--- src/design/packet_buffer_pool_manager_assert.svh ---
// ----------------------------------------------------------------------------
// packet_buffer_pool_manager_assert
// Concurrent assertion macros; empty when SYNTHESIS is defined.
// ----------------------------------------------------------------------------
`ifndef PACKET_BUFFER_POOL_MANAGER_ASSERT_SVH
`define PACKET_BUFFER_POOL_MANAGER_ASSERT_SVH
`ifndef SYNTHESIS
`define PBPM_ASSERT(lbl, clk, rstn, prop, msg) \
  lbl: assert property (@(posedge clk) disable iff (!rstn) prop) else $error(msg);
`define PBPM_ASSERT_ALWAYS(lbl, clk, prop, msg) \
  lbl: assert property (@(posedge clk) prop) else $error(msg);
`else
`define PBPM_ASSERT(lbl, clk, rstn, prop, msg)
`define PBPM_ASSERT_ALWAYS(lbl, clk, prop, msg)
`endif
`endif

--- src/design/pbpm_pkg.sv ---
// ----------------------------------------------------------------------------
// pbpm_pkg
// Component codes, operation kinds and status codes of the buffer pool.
// ----------------------------------------------------------------------------
`default_nettype none
package pbpm_pkg;
  localparam logic [7:0] C_NULL      = 8'h00;
  localparam logic [7:0] C_OPENQUEUE = 8'h03;
  localparam logic [7:0] C_MAC       = 8'h09;
  localparam logic [7:0] C_TO_MAC    = 8'h0a;
  localparam logic [7:0] C_FROM_MAC  = 8'h0b;
  localparam logic [7:0] C_SIXTOP    = 8'h0c;
  localparam logic [7:0] C_RES       = 8'h0f;
  localparam logic [7:0] C_CEXAMPLE  = 8'h24;
  localparam logic [7:0] C_GROUPTRIG = 8'h30;

  localparam logic [1:0] T_NONE  = 2'd0;
  localparam logic [1:0] T_SHORT = 2'd1;
  localparam logic [1:0] T_LONG  = 2'd2;
  localparam logic [1:0] T_ANY   = 2'd3;

  typedef enum logic [2:0] {
    ST_OK = 3'd0, ST_NONE = 3'd1, ST_NOSYNC = 3'd2,
    ST_FULL = 3'd3, ST_UNUSED = 3'd4, ST_BADIDX = 3'd5
  } status_e;

  typedef enum logic [3:0] {
    K_ALLOC_FIRST = 4'd0, K_ALLOC_LAST = 4'd1, K_FREE = 4'd2,
    K_DROP_CREATOR = 4'd3, K_DROP_OWNER = 4'd4, K_SET = 4'd5,
    K_SENT = 4'd6, K_RECEIVED = 4'd7, K_COAP = 4'd8,
    K_MAC_DATA = 4'd9, K_BEACON = 4'd10
  } kind_e;

  // One slot record: owner, creator, hop type, low-power flag.
  typedef struct packed {
    logic [7:0] owner;
    logic [7:0] creator;
    logic [1:0] hop_type;
    logic       low_power;
  } slot_t;

  localparam int SlotW = $bits(slot_t);
endpackage
`default_nettype wire

--- src/design/pbpm_ram.sv ---
// ----------------------------------------------------------------------------
// pbpm_ram
// Generic single-port-write, single-read RAM with registered read data.
// ----------------------------------------------------------------------------
`default_nettype none
module pbpm_ram #(
  parameter int Width = 8,
  parameter int Depth = 16
) (
  input  wire                     clk_i,
  input  wire                     we_i,
  input  wire [$clog2(Depth)-1:0] waddr_i,
  input  wire [Width-1:0]         wdata_i,
  input  wire [$clog2(Depth)-1:0] raddr_i,
  output logic [Width-1:0]        rdata_o
);
  logic [Width-1:0] mem_q [Depth];

  always_ff @(posedge clk_i) begin
    if (we_i) begin
      mem_q[waddr_i] <= wdata_i;
    end
    rdata_o <= mem_q[raddr_i];
  end
endmodule
`default_nettype wire

--- src/design/packet_buffer_pool_manager.sv ---
// ----------------------------------------------------------------------------
// packet_buffer_pool_manager
// Packet buffer slot pool: allocate, free, assign and priority searches.
// ----------------------------------------------------------------------------
// Usage:
//  - Request channel: in_valid_i / in_stall_o with one port per field.
//    A request is taken when in_valid_i is high and in_stall_o is low.
//  - Result channel: out_valid_o / out_stall_i, one result per request,
//    held in an output register until taken.
//  - Config channel: cfg_valid_i / cfg_ready_o writes the high-priority
//    reserve; ready is always high, write only while idle.
//  - Slot records live in two synchronous RAMs (record, 64-bit address).
//    Sweeps read one slot per cycle through the single read port.
//    The next request is taken in the cycle after the result is registered.
//  - Reset: a clearing pass writes every record to its null state; no
//    request is taken during it.
//  - While the result waits under out_stall_i, the next request may be
//    accepted and processed; its result waits for the register to empty.
// ----------------------------------------------------------------------------
`default_nettype none
module packet_buffer_pool_manager #(
  parameter int SLOT_COUNT = 16
) (
  input  wire         clk_i,
  input  wire         rst_ni,
  input  wire         in_valid_i,
  output logic        in_stall_o,
  input  wire  [3:0]  kind_i,
  input  wire  [7:0]  creator_id_i,
  input  wire  [7:0]  owner_id_i,
  input  wire  [3:0]  entry_index_i,
  input  wire  [1:0]  hop_type_i,
  input  wire  [63:0] hop_address_i,
  input  wire         low_power_i,
  input  wire         synchronized_i,
  input  wire         exclude_low_power_i,
  input  wire         cfg_valid_i,
  output logic        cfg_ready_o,
  input  wire  [4:0]  cfg_data_i,
  output logic        out_valid_o,
  input  wire         out_stall_i,
  output logic        found_o,
  output logic [3:0]  result_index_o,
  output logic [2:0]  status_o
);
  import pbpm_pkg::*;
  `include "packet_buffer_pool_manager_assert.svh"

  localparam int IdxW = $clog2(SLOT_COUNT);
  localparam int CntW = $clog2(SLOT_COUNT + 1);

  localparam logic [2:0] S_CLEAR = 3'd0;
  localparam logic [2:0] S_IDLE  = 3'd1;
  localparam logic [2:0] S_SCAN  = 3'd2;  // read issued at scan_q
  localparam logic [2:0] S_WRITE = 3'd3;  // final single-slot update
  localparam logic [2:0] S_DONE  = 3'd4;  // result waits for out register

  logic [2:0]      state_q, state_d;
  logic [IdxW:0]   scan_q, scan_d;      // issue counter, up to SLOT_COUNT
  logic            rd_vld_q, rd_vld_d;  // a read is in flight
  logic [IdxW-1:0] rd_idx_q, rd_idx_d;
  logic            pass_q, pass_d;
  logic [IdxW-1:0] clr_q, clr_d;

  // latched request
  logic [3:0]  kind_q;
  logic [7:0]  cre_q, own_q;
  logic [3:0]  eidx_q;
  logic [1:0]  ht_q;
  logic [63:0] addr_q;
  logic        lp_q, sync_q, excl_q;

  logic            hit_q, hit_d;
  logic [IdxW-1:0] hidx_q, hidx_d;
  logic [CntW-1:0] lowcnt_q, lowcnt_d;
  logic            wasfree_q, wasfree_d;
  logic [2:0]      st_q, st_d;

  logic [4:0] reserve_q;

  logic            out_vld_q;
  logic            fnd_q;
  logic [3:0]      ridx_q;
  logic [2:0]      rst_q;

  // RAM ports
  logic            we;
  logic [IdxW-1:0] waddr, raddr;
  slot_t           wrec, rrec;
  slot_t           wrec_fix;
  logic            awe;
  logic [63:0]     raddr_data;

  pbpm_ram #(.Width(SlotW), .Depth(SLOT_COUNT)) u_rec_ram (
    .clk_i, .we_i(we), .waddr_i(waddr), .wdata_i(wrec_fix),
    .raddr_i(raddr), .rdata_o(rrec)
  );
  pbpm_ram #(.Width(64), .Depth(SLOT_COUNT)) u_addr_ram (
    .clk_i, .we_i(awe), .waddr_i(waddr), .wdata_i(addr_q),
    .raddr_i(raddr), .rdata_o(raddr_data)
  );

  wire accept = in_valid_i && !in_stall_o;
  assign in_stall_o = (state_q != S_IDLE);
  assign cfg_ready_o = 1'b1;
  assign out_valid_o = out_vld_q;
  assign found_o = fnd_q;
  assign result_index_o = ridx_q;
  assign status_o = rst_q;

  wire lowcre = (cre_q > C_RES);
  wire bad_idx = ({1'b0, eidx_q} >= 5'(SLOT_COUNT));

  // per-slot match terms on the read data
  logic is_bc, am, dest_ok, m;
  always_comb begin
    is_bc = (rrec.hop_type == T_SHORT && raddr_data[15:0] == 16'hffff) ||
            (rrec.hop_type == T_LONG && raddr_data == 64'hffff_ffff_ffff_ffff);
    am = (rrec.hop_type == T_LONG) && (raddr_data == addr_q);
    dest_ok = (ht_q == T_ANY) || (ht_q == T_LONG && am);
    m = 1'b0;
    case (kind_q)
      K_ALLOC_FIRST, K_ALLOC_LAST: m = (rrec.owner == C_NULL);
      K_DROP_CREATOR: m = (rrec.creator == cre_q);
      K_DROP_OWNER:   m = (rrec.owner == own_q);
      K_SENT:     m = rrec.owner == C_FROM_MAC && rrec.creator != C_MAC;
      K_RECEIVED: m = rrec.owner == C_FROM_MAC && rrec.creator == C_MAC;
      K_COAP:     m = rrec.creator == C_CEXAMPLE;
      K_BEACON:   m = rrec.owner == C_TO_MAC && rrec.creator == C_SIXTOP && is_bc;
      K_MAC_DATA: begin
        if (!pass_q) begin
          m = !(excl_q && rrec.low_power) && dest_ok &&
              ((rrec.owner == C_GROUPTRIG && rrec.creator == C_GROUPTRIG) ||
               (rrec.owner == C_TO_MAC && rrec.creator == C_RES));
        end else if (ht_q == T_LONG) begin
          m = rrec.owner == C_TO_MAC && !(excl_q && rrec.low_power) && am;
        end else begin
          m = rrec.owner == C_TO_MAC && (rrec.creator != C_SIXTOP || !is_bc);
        end
      end
      default: m = 1'b0;
    endcase
  end

  wire is_alloc = (kind_q == K_ALLOC_FIRST) || (kind_q == K_ALLOC_LAST);
  wire is_drop  = (kind_q == K_DROP_CREATOR) || (kind_q == K_DROP_OWNER);
  wire one_slot = (kind_q == K_FREE) || (kind_q == K_SET);
  wire scan_done = (scan_q == (IdxW+1)'(SLOT_COUNT));

  always_comb begin
    state_d = state_q; scan_d = scan_q; rd_vld_d = 1'b0; rd_idx_d = rd_idx_q;
    pass_d = pass_q; clr_d = clr_q; hit_d = hit_q; hidx_d = hidx_q;
    lowcnt_d = lowcnt_q; wasfree_d = wasfree_q; st_d = st_q;
    we = 1'b0; awe = 1'b0; waddr = rd_idx_q; wrec = rrec;
    raddr = scan_q[IdxW-1:0];
    unique case (state_q)
      S_CLEAR: begin
        we = 1'b1; waddr = clr_q; wrec = '0;
        clr_d = clr_q + 1'b1;
        if (clr_q == IdxW'(SLOT_COUNT - 1)) state_d = S_IDLE;
      end
      S_IDLE: begin
        if (accept) begin
          state_d = S_SCAN; scan_d = '0; pass_d = 1'b0;
          hit_d = 1'b0; hidx_d = '0; lowcnt_d = '0; wasfree_d = 1'b0;
        end
      end
      S_SCAN: begin
        // issue reads for the sweep (single-slot kinds read only their slot)
        if (one_slot) raddr = eidx_q[IdxW-1:0];
        else if (kind_q == K_ALLOC_LAST)
          raddr = IdxW'(SLOT_COUNT - 1) - scan_q[IdxW-1:0];
        if (!scan_done && !(one_slot && scan_q != '0)) begin
          rd_vld_d = 1'b1; rd_idx_d = raddr; scan_d = scan_q + 1'b1;
        end
        // evaluate the slot read in the previous cycle
        if (rd_vld_q) begin
          if (is_alloc && rrec.creator > C_RES) lowcnt_d = lowcnt_q + 1'b1;
          if (one_slot) wasfree_d = (rrec.owner == C_NULL);
          if (m && !hit_q) begin
            hit_d = 1'b1; hidx_d = rd_idx_q;
          end
          if (is_drop && m) begin
            we = 1'b1; wrec.owner = C_NULL; wrec.creator = C_NULL;
            wrec.hop_type = T_NONE;
          end
        end
        if (!rd_vld_q && (scan_done || (one_slot && scan_q != '0))) begin
          // sweep complete
          if (kind_q == K_MAC_DATA && !pass_q && !hit_q &&
              (ht_q == T_LONG || ht_q == T_ANY)) begin
            pass_d = 1'b1; scan_d = '0;
          end else begin
            state_d = S_WRITE;
          end
        end
      end
      S_WRITE: begin
        state_d = S_DONE;
        st_d = hit_q ? ST_OK : ST_NONE;
        if (is_alloc) begin
          if (!sync_q && cre_q > C_MAC) begin
            st_d = ST_NOSYNC; hit_d = 1'b0;
          end else if (lowcre && (7'(lowcnt_q) + 7'(reserve_q) > 7'(SLOT_COUNT))) begin
            st_d = ST_FULL; hit_d = 1'b0;
          end else if (hit_q) begin
            we = 1'b1; waddr = hidx_q;
            wrec.owner = C_OPENQUEUE; wrec.creator = cre_q;
            wrec.hop_type = T_NONE; wrec.low_power = 1'b0;
            // hop type and low-power flag come back from keep_q below
          end
        end else if (one_slot) begin
          hit_d = 1'b0;
          if (bad_idx) st_d = ST_BADIDX;
          else begin
            hit_d = 1'b1; hidx_d = eidx_q[IdxW-1:0];
            we = 1'b1; waddr = eidx_q[IdxW-1:0];
            if (kind_q == K_FREE) begin
              st_d = wasfree_q ? ST_UNUSED : ST_OK;
              wrec.owner = C_NULL; wrec.creator = C_NULL; wrec.hop_type = T_NONE;
            end else begin
              st_d = ST_OK; awe = 1'b1;
              wrec.owner = own_q; wrec.hop_type = ht_q; wrec.low_power = lp_q;
            end
          end
        end
      end
      S_DONE: begin
        if (!out_vld_q || !out_stall_i) state_d = S_IDLE;
      end
      default: state_d = S_IDLE;
    endcase
  end

  // Final update needs the untouched fields of the chosen slot; they are
  // captured from the read data when the slot is seen during the sweep.
  slot_t keep_q;
  always_ff @(posedge clk_i) begin
    if (state_q == S_SCAN && rd_vld_q && m && !hit_q) keep_q <= rrec;
    if (one_slot && state_q == S_SCAN && rd_vld_q) keep_q <= rrec;
  end

  always_comb begin
    wrec_fix = wrec;
    if (state_q == S_WRITE) begin
      wrec_fix = keep_q;
      if (is_alloc) begin
        wrec_fix.owner = C_OPENQUEUE; wrec_fix.creator = cre_q;
      end else if (kind_q == K_FREE) begin
        wrec_fix.owner = C_NULL; wrec_fix.creator = C_NULL;
        wrec_fix.hop_type = T_NONE;
      end else begin
        wrec_fix.owner = own_q; wrec_fix.hop_type = ht_q;
        wrec_fix.low_power = lp_q;
      end
    end
  end

  always_ff @(posedge clk_i or negedge rst_ni) begin
    if (!rst_ni) begin
      state_q <= S_CLEAR; scan_q <= '0; rd_vld_q <= 1'b0; pass_q <= 1'b0;
      clr_q <= '0; hit_q <= 1'b0; lowcnt_q <= '0; reserve_q <= 5'd5;
      out_vld_q <= 1'b0;
    end else begin
      state_q <= state_d; scan_q <= scan_d; rd_vld_q <= rd_vld_d;
      pass_q <= pass_d; clr_q <= clr_d; hit_q <= hit_d; lowcnt_q <= lowcnt_d;
      if (cfg_valid_i) reserve_q <= cfg_data_i;
      if (state_q == S_DONE && (!out_vld_q || !out_stall_i)) out_vld_q <= 1'b1;
      else if (!out_stall_i) out_vld_q <= 1'b0;
    end
  end

  always_ff @(posedge clk_i) begin
    rd_idx_q <= rd_idx_d; hidx_q <= hidx_d; wasfree_q <= wasfree_d; st_q <= st_d;
    if (accept) begin
      kind_q <= kind_i; cre_q <= creator_id_i; own_q <= owner_id_i;
      eidx_q <= entry_index_i; ht_q <= hop_type_i; addr_q <= hop_address_i;
      lp_q <= low_power_i; sync_q <= synchronized_i;
      excl_q <= exclude_low_power_i;
    end
    if (state_q == S_DONE && (!out_vld_q || !out_stall_i)) begin
      fnd_q <= hit_q; ridx_q <= hit_q ? 4'(hidx_q) : 4'd0; rst_q <= st_q;
    end
  end

  `PBPM_ASSERT(a_busy_stall, clk_i, rst_ni, (state_q != S_IDLE) |-> in_stall_o, "busy not stalled")
  `PBPM_ASSERT(a_out_hold, clk_i, rst_ni, (out_vld_q && out_stall_i) |=> out_vld_q, "result dropped")
  `PBPM_ASSERT(a_ok_found, clk_i, rst_ni, (out_vld_q && rst_q == ST_OK) |-> fnd_q, "ok without hit")
endmodule
`default_nettype wire

--- config.mk ---
export PLATFORM = sky130hd
export DESIGN_NAME = packet_buffer_pool_manager
export DESIGN_NICKNAME = d
export VERILOG_FILES = /design/src/design/pbpm_pkg.sv /design/src/design/pbpm_ram.sv /design/src/design/packet_buffer_pool_manager.sv
export VERILOG_INCLUDE_DIRS = /design/src /design/src/design
export SDC_FILE = /design/constraint.sdc
export NUM_CORES = 2
export LEC_CHECK = 0
export ABC_AREA = 1
export ABC_CLOCK_PERIOD_IN_PS = 8440
export BUFFER_PORTS_ARGS = -buffer_cell sky130_fd_sc_hd__buf_2
export CORE_UTILIZATION = 40
export CTS_CLUSTER_DIAMETER = 30
export DETAILED_ROUTE_END_ITERATION = 6
export MAX_ROUTING_LAYER = met4
export REMOVE_ABC_BUFFERS = 1
export SYNTH_ARGS = -nofsm -noshare
export SYNTH_HDL_FRONTEND = slang
export SYNTH_SLANG_ARGS = --single-unit
--- constraint.sdc ---
create_clock -name clk_i -period 8.44 [get_ports clk_i]
set_clock_uncertainty 0.05 [all_clocks]
set_input_delay 0.422 -clock clk_i [delete_from_list [all_inputs] [get_ports clk_i]]
set_output_delay 0.422 -clock clk_i [all_outputs]
set_load 0.01 [all_outputs]
# Word-level counts from Yosys, hierarchy flattened
# Memory sizes are Yosys's and may differ from the RTL's. A register that Yosys moved wholly into a read port is not among the register bits.
# Index checks and enable logic that the tools add are counted.
# W data, S select, Z words.
[totals]
in_bits = 103
ff_bits = 150
out_inout_bits = 11
memories = 2
ramBits = 1328
wordCells = 247
[classes]
order_cmp = 4
muxes = 86
n_addsub = 5
n_reduce_logical = 71
n_eq_ne = 51
[memory_table]
columns = ["name", "depth", "width", "read_ports", "rd_ports_with_merged_regs", "write_ports", "line_no", "rtl"]
rows = [
  ["u_addr_ram.mem_q", 16, 64, 1, 1, 1, "pbpm_ram.sv:17", "logic [Width-1:0] mem_q [Depth];"],
  ["u_rec_ram.mem_q", 16, 19, 1, 1, 1, "pbpm_ram.sv:17", ""],
]
[op_table]
columns = ["operator", "n"]
rows = [
  ["$eq A64 B64 Y1", 1],
  ["$eq A64 B64 Y1 const B", 1],
  ["$mux W4", 13],
  ["$eq A8 B4 Y1 const B", 5],
  ["$mux W18", 2],
  ["$pmux W18 S2", 1],
  ["$mux W1", 35],
  ["$logic_and A1 B1 Y1", 34],
  ["$mux W3", 10],
  ["$mux W5", 6],
  ["$eq A8 B6 Y1 const B", 3],
  ["$gt A8 B4 Y1 const B", 3],
  ["$ne A2 B2 Y1 const B", 12],
  ["$mux W11", 2],
  ["$pmux W5 S2", 2],
  ["$mux W19", 1],
  ["$eq A16 B16 Y1 const B", 1],
  ["$eq A4 B3 Y1 const B", 4],
  ["$eq A4 B4 Y1 const B", 4],
  ["$eq A8 B8 Y1", 2],
  ["$mux W16", 1],
  ["$mux W8", 2],
  ["$ne A8 B4 Y1 const B", 2],
  ["$pmux W3 S5", 1],
  ["36 further kinds", 69],
]

# Logic depth before layout (Yosys ltp)
[depth]
word_depth = 15
depth_mapped = 20
mapped_depth_nobuf = 20

# By module
# Synthesis repeated with hierarchy kept, for this count alone.
[unflattened]
cells_unflattened = 6428
area_unflattened_um2 = 66892.9
[by_module_without_submodules]
columns = ["mod", "seq_area_each_um2", "cells_each", "n_inst", "area_per_inst_um2"]
rows = [
  ["pbpm_ram at u_addr_ram", 32030.7, 4210, 1, 45285.9],
  ["pbpm_ram at u_rec_ram", 9509.1, 1270, 1, 13508.0],
  ["packet_buffer_pool_manager", 4376.7, 948, 1, 8099.0],
]

# Worst setup path after synthesis
# No wires, ideal clock.
[synth_timing]
path_type = "reg-to-reg"
start = "reg reserve_q[0]"
end = "mem u_addr_ram.mem_q[10][0] (enable)"
n_path_buf = 0
setup_ns = 0.565
t_required_ns = 7.825
arrival_time_ns = 6.755
path_slack_ns = 1.070
stages_incl_launch_ff = 17
synth_period_minus_slack_ns = 7.370
cell_sequence = "dfstp_2 -> ha_1 -> inv_1 -> fa_1 -> nand3b_1 -> nand2_1 -> xor2_1 -> nand2_1 -> nand2_1 -> nand2_1 -> nand2_1 -> nand2_1 -> nand2_1 -> nand2_1 -> a21oi_1 -> nand2_1 -> nor3_1"
[synth_between]
elab_chain_cells = 7
[synth_lines]
columns = ["item", "line_no", "rtl"]
rows = [
  ["start: declaration", "packet_buffer_pool_manager.sv:79", "logic [4:0] reserve_q;"],
  ["start signal: assignment", "packet_buffer_pool_manager.sv:267", "if (cfg_valid_i) reserve_q <= cfg_data_i;"],
  ["$add A5 B5 Y6", "packet_buffer_pool_manager.sv:204", "end else if (lowcre && (7'(lowcnt_q) + 7'(reserve_q) > 7'(SLOT_COUNT))) begin"],
  ["$gt A6 B5 Y1", "packet_buffer_pool_manager.sv:204", ""],
  ["$logic_and A1 B1 Y1", "packet_buffer_pool_manager.sv:204", ""],
  ["$mux W4", "packet_buffer_pool_manager.sv:204", ""],
  ["$mux W4", "packet_buffer_pool_manager.sv:202", "if (!sync_q && cre_q > C_MAC) begin"],
  ["$mux W4", "packet_buffer_pool_manager.sv:201", "if (is_alloc) begin"],
  ["$pmux W4 S2", "packet_buffer_pool_manager.sv:156", "unique case (state_q)"],
  ["end: declaration", "pbpm_ram.sv:17", ""],
]
# No other way between the ends.

# Worst setup path in the final report
[layout_timing]
start = "reg state_q[2]"
end = "mem u_addr_ram.mem_q[6][50] (enable)"
[layout_between]
elab_chain_cells = 4
word_cells_on_any_way = 6
cone_classes = "eq/ne: 1; mux: 4; reduce/logical: 1"
[layout_lines]
columns = ["item", "line_no", "rtl"]
rows = [
  ["start: declaration", "packet_buffer_pool_manager.sv:58", "logic [2:0] state_q, state_d;"],
  ["start signal: assignment", "packet_buffer_pool_manager.sv:265", "state_q <= state_d; scan_q <= scan_d; rd_vld_q <= rd_vld_d;"],
  ["$eq A3 B2 Y1", "packet_buffer_pool_manager.sv:156", ""],
  ["$mux W1", "packet_buffer_pool_manager.sv:156", ""],
  ["$mux W1", "pbpm_ram.sv:20", "if (we_i) begin"],
  ["$mux W1 (not written as such)", "pbpm_ram.sv:21", "mem_q[waddr_i] <= wdata_i;"],
]
# Several ways; a longest one is shown, not always the timed one.

==> qor.csv <==
metric,value,unit
wire per inst,22.1,um
sequential area share after synthesis,0.728,
synthesis-to-finish area growth,23.8,%
"Slowest-stage cell, CP",nor2_1,
Layout fillers,13300,
Post-synth EDFFs,1452,
Via-to-Cell Ratio,5.44,
final wirelength,169000,um
Slowest Stage Delay on Critical Path,0.88,ns
top cell type's share of synthesized area,0.692,
via count,41600,
Worst Path Arrival,5.46,ns
share of layout cells above drive strength 1,0.142,
worst path required time,8.87,ns
setup violators final,0,
most frequent cells in the layout,"1452 x edfxtp_1, 683 x a21oi_1, 605 x o21ai_0",
Fin. Hold Viols,0,
DP Cell Count,6915,
Max Slew Vio Count,0,
CTS HTree Levels,5,
vias in the first global route,40100,
drc violations,0,
initial DRC count,4160,
"Core Util, Final",0.499,
final std cells w/o fill,7640,
Main synth FF type,edfxtp_1,
RSZ-0062 raised after global routing,no,
initial antenna violation count,4,
I/O pin total,114,
Max Cap Viol,0,
pwr/cell area,398,nW/um^2
crit-path most repeated cell,buf_4,
"commonest non-fill, non-tap cell in the layout",edfxtp_1,
Period minus WS final,5.03,ns
sw power,0.0102,W
Num CTS Buffers,343,
"Cell Area, Placed",65500,um^2
CP max FO,40,
Die W,399,um
Simple-Gate Fraction of Synth Area,0.0554,
Total GRT Usage,0.216,
Least-Margin Pin Slew,1.23,ns
Synth area leaders,"edfxtp_1 69%, a21oi_1 5.4%, o21ai_0 4.8%, o211ai_1 4.0%, inv_1 2.9%",
Synth area leader,edfxtp_1,
P_leak,27.7,nW
Synth Area per Inst,12.6,um^2
status,completed,
Final Cell Area,78000,um^2
Clock Power Share,0.422,
Hold Path Class,primary input to asynchronous set/reset pin,
worst path cell trace,"nor2_1, inv_2, nor2_2, buf_4, inv_1, nor2_1, o21ai_0, inv_1, nand2_1, a21oi_1, nand2_1, nor3_2, buf_4, buf_4",
area of the multi-input gates,13900,um^2
combinational fraction of design power,0.246,
Seq cells post-synth,1561,
Rel. slew slack,0.177,
Reg power frac,0.332,
mux cell area share after synthesis,0.000714,
CP bufs+invs,6,
crit start category,flop,
Port-buffer cells,112,
mapped cell area,63000,um^2
element type at the critical path end,flop,
Post-Synth XOR/XNOR Area,0.00792,
Clock transition at path regs,0.04,ns
pre-CTS WS,3.54,ns
DPL Wire Length,83100,um
crit path kind,flop to flop,
Die H,399,um
Peak VDD IR,0.000405,V
Post-Synthesis Cells,4989,
worst setup margin,3.41,ns
Register Area,45900,um^2
Internal Power,0.0209,W
drt pass-1 iters,6,
Core Region,156000,um^2
Top delay family on crit path,buffers and inverters,
die area,159000,um^2
fin nets,5422,
initial core utilization,0.403,
clock sink count,1561,
first-pass GRT wire length,251000,um
row cnt,145,
Ys Warns,0,
CTS Buffer Depth,4,
post-synthesis adder-cell area fraction,0.00210,
CTS tree,done,
fmax,0.199,GHz
Detail Route Antenna Nets,0,
gr ovfl total,0,
largest family of logic cells by synthesized area,compound AO/OA/AOI/OAI gates,
Skew-Pair Late Insertion Delay,0.91,ns
GPL Wtd Cong,0.918,
Synth Area in Compound Gates,0.152,
root buf cell,clkbuf_16,
final period utilization,0.596,
asr flop ratio synth,0.0167,
cts repair resizes,0,
largest net degree at the start of global routing,264,
Sw Share,0.328,
synth unique cells,52,
[stage by stage]
stage	hold slack (ns)	total power (W)	TNS [ns]
after detailed placement	0.402	0.0180	0
final	0.0381	0.0311	0
after floorplan	0.0764	0.0162	-501.03
after global placement	0.399	0.0179	0
after global routing	0.0751	0.0325	0
after CTS	0.0115	0.0312	0
[cells in the mapped netlist, types with 2 or more instances]
cell type  instances
dfrtp_1           24
o21ai_0          605
nor2_2             3
buf_4             28
nand2_1          373
o31ai_1            2
dfxtp_1           83
buf_1             13
buf_6              8
buf_2            113
o21ai_1           92
xor2_1            14
inv_2              6
ha_1               9
nand3_1          247
xnor2_1           43
o22ai_1            3
a31oi_1            2
nand4_1           17
nor2_1           119
edfxtp_1        1452
nand3b_1           4
nand3_2            2
nor4_1             2
dfstp_2            2
clkbuf_1         151
nor2_4             2
o211ai_1         333
clkbuf_2          12
a21oi_1          683
mux2_2             4
nand2_2            3
nand2_4            2
inv_1            488
nor3_1            28
[worst paths after layout]
check	cells after the start	slack, ns	to	from
worst min register to register	0	0.41	keep_q[0]$_DFFE_PP_	u_rec_ram.rdata_o[0]$_DFF_P_
worst max-delay path	14	3.41	u_addr_ram.mem_q[6][50]$_DFFE_PP_	state_q[2]$_DFFE_PN0P_
min in group clk_i	2	0.19	own_q[0]$_DFFE_PP_	owner_id_i[0]
worst min-delay path	2	0.04	reserve_q[3]$_DFFE_PN0P_	rst_ni
worst max register to register	14	3.41	u_addr_ram.mem_q[6][50]$_DFFE_PP_	state_q[2]$_DFFE_PN0P_
max in group asynchronous	2	7.89	lowcnt_q[4]$_DFFE_PN0P_	rst_ni
[sequential cells by signal, indices dropped and copies added (netlist names), 5 cells and up]
name / flops
addr_q: 64
cre_q: 8
keep_q: 11
lowcnt_q: 5
own_q: 8
reserve_q: 5
scan_q: 5
u_addr_ram.mem_q: 1024
u_addr_ram.rdata_o: 64
u_rec_ram.mem_q: 304
u_rec_ram.rdata_o: 19
[area by class of cell]
cell class                 instances  share of cell area
sequential                      1561               0.588
tap                             2058              0.0330
multi-input combinational       2608               0.178
timing repair buffer             300              0.0298
inverter                         495              0.0240
clock buffer                     413               0.117
clock inverter                   204              0.0301
antenna                            1           0.0000321
[layer usage]
| layer | global-route usage | up-vias | share of wire |
|---|---|---|---|
| met3 | 0.0367 | 355 | 0.073 |
| met1 | 0.292 | 20500 | 0.44 |
| met4 | 0.0775 | 0 | 0.027 |
| li1 | - | 19100 | - |
| met2 | 0.328 | 1621 | 0.46 |
| met5 | - | - | 0 |
[power groups by stage]
| stage | sequential [W] | clock [W] | combinational, W |
|---|---|---|---|
| final | 0.0103 | 0.0131 | 0.00764 |
| after detailed placement | 0.0105 | 0 | 0.00752 |
| after floorplan | 0.0102 | 0 | 0.00599 |
| after global routing | 0.0104 | 0.0137 | 0.00845 |
| after global placement | 0.0104 | 0 | 0.00745 |
| after CTS | 0.0103 | 0.0133 | 0.00760 |
[timing repair]
item                                    4_1_cts  5_1_grt
setup buffers                                 0        0
endpoints found under the hold margin       130        0
endpoints found under the setup margin        0        0
hold buffers                                107        0
[logic make-up after synthesis]
group                      after synthesis
other                                    1
DFF                                   1561
AOI/OAI and AO/OA                     1731
xor gates and xnor gates                57
buffers and inverters                  820
and+or+nand+nor                        805
adders and majority gates               10
muxes                                    4
No activity file was read; power rests on OpenSTA's default activity.
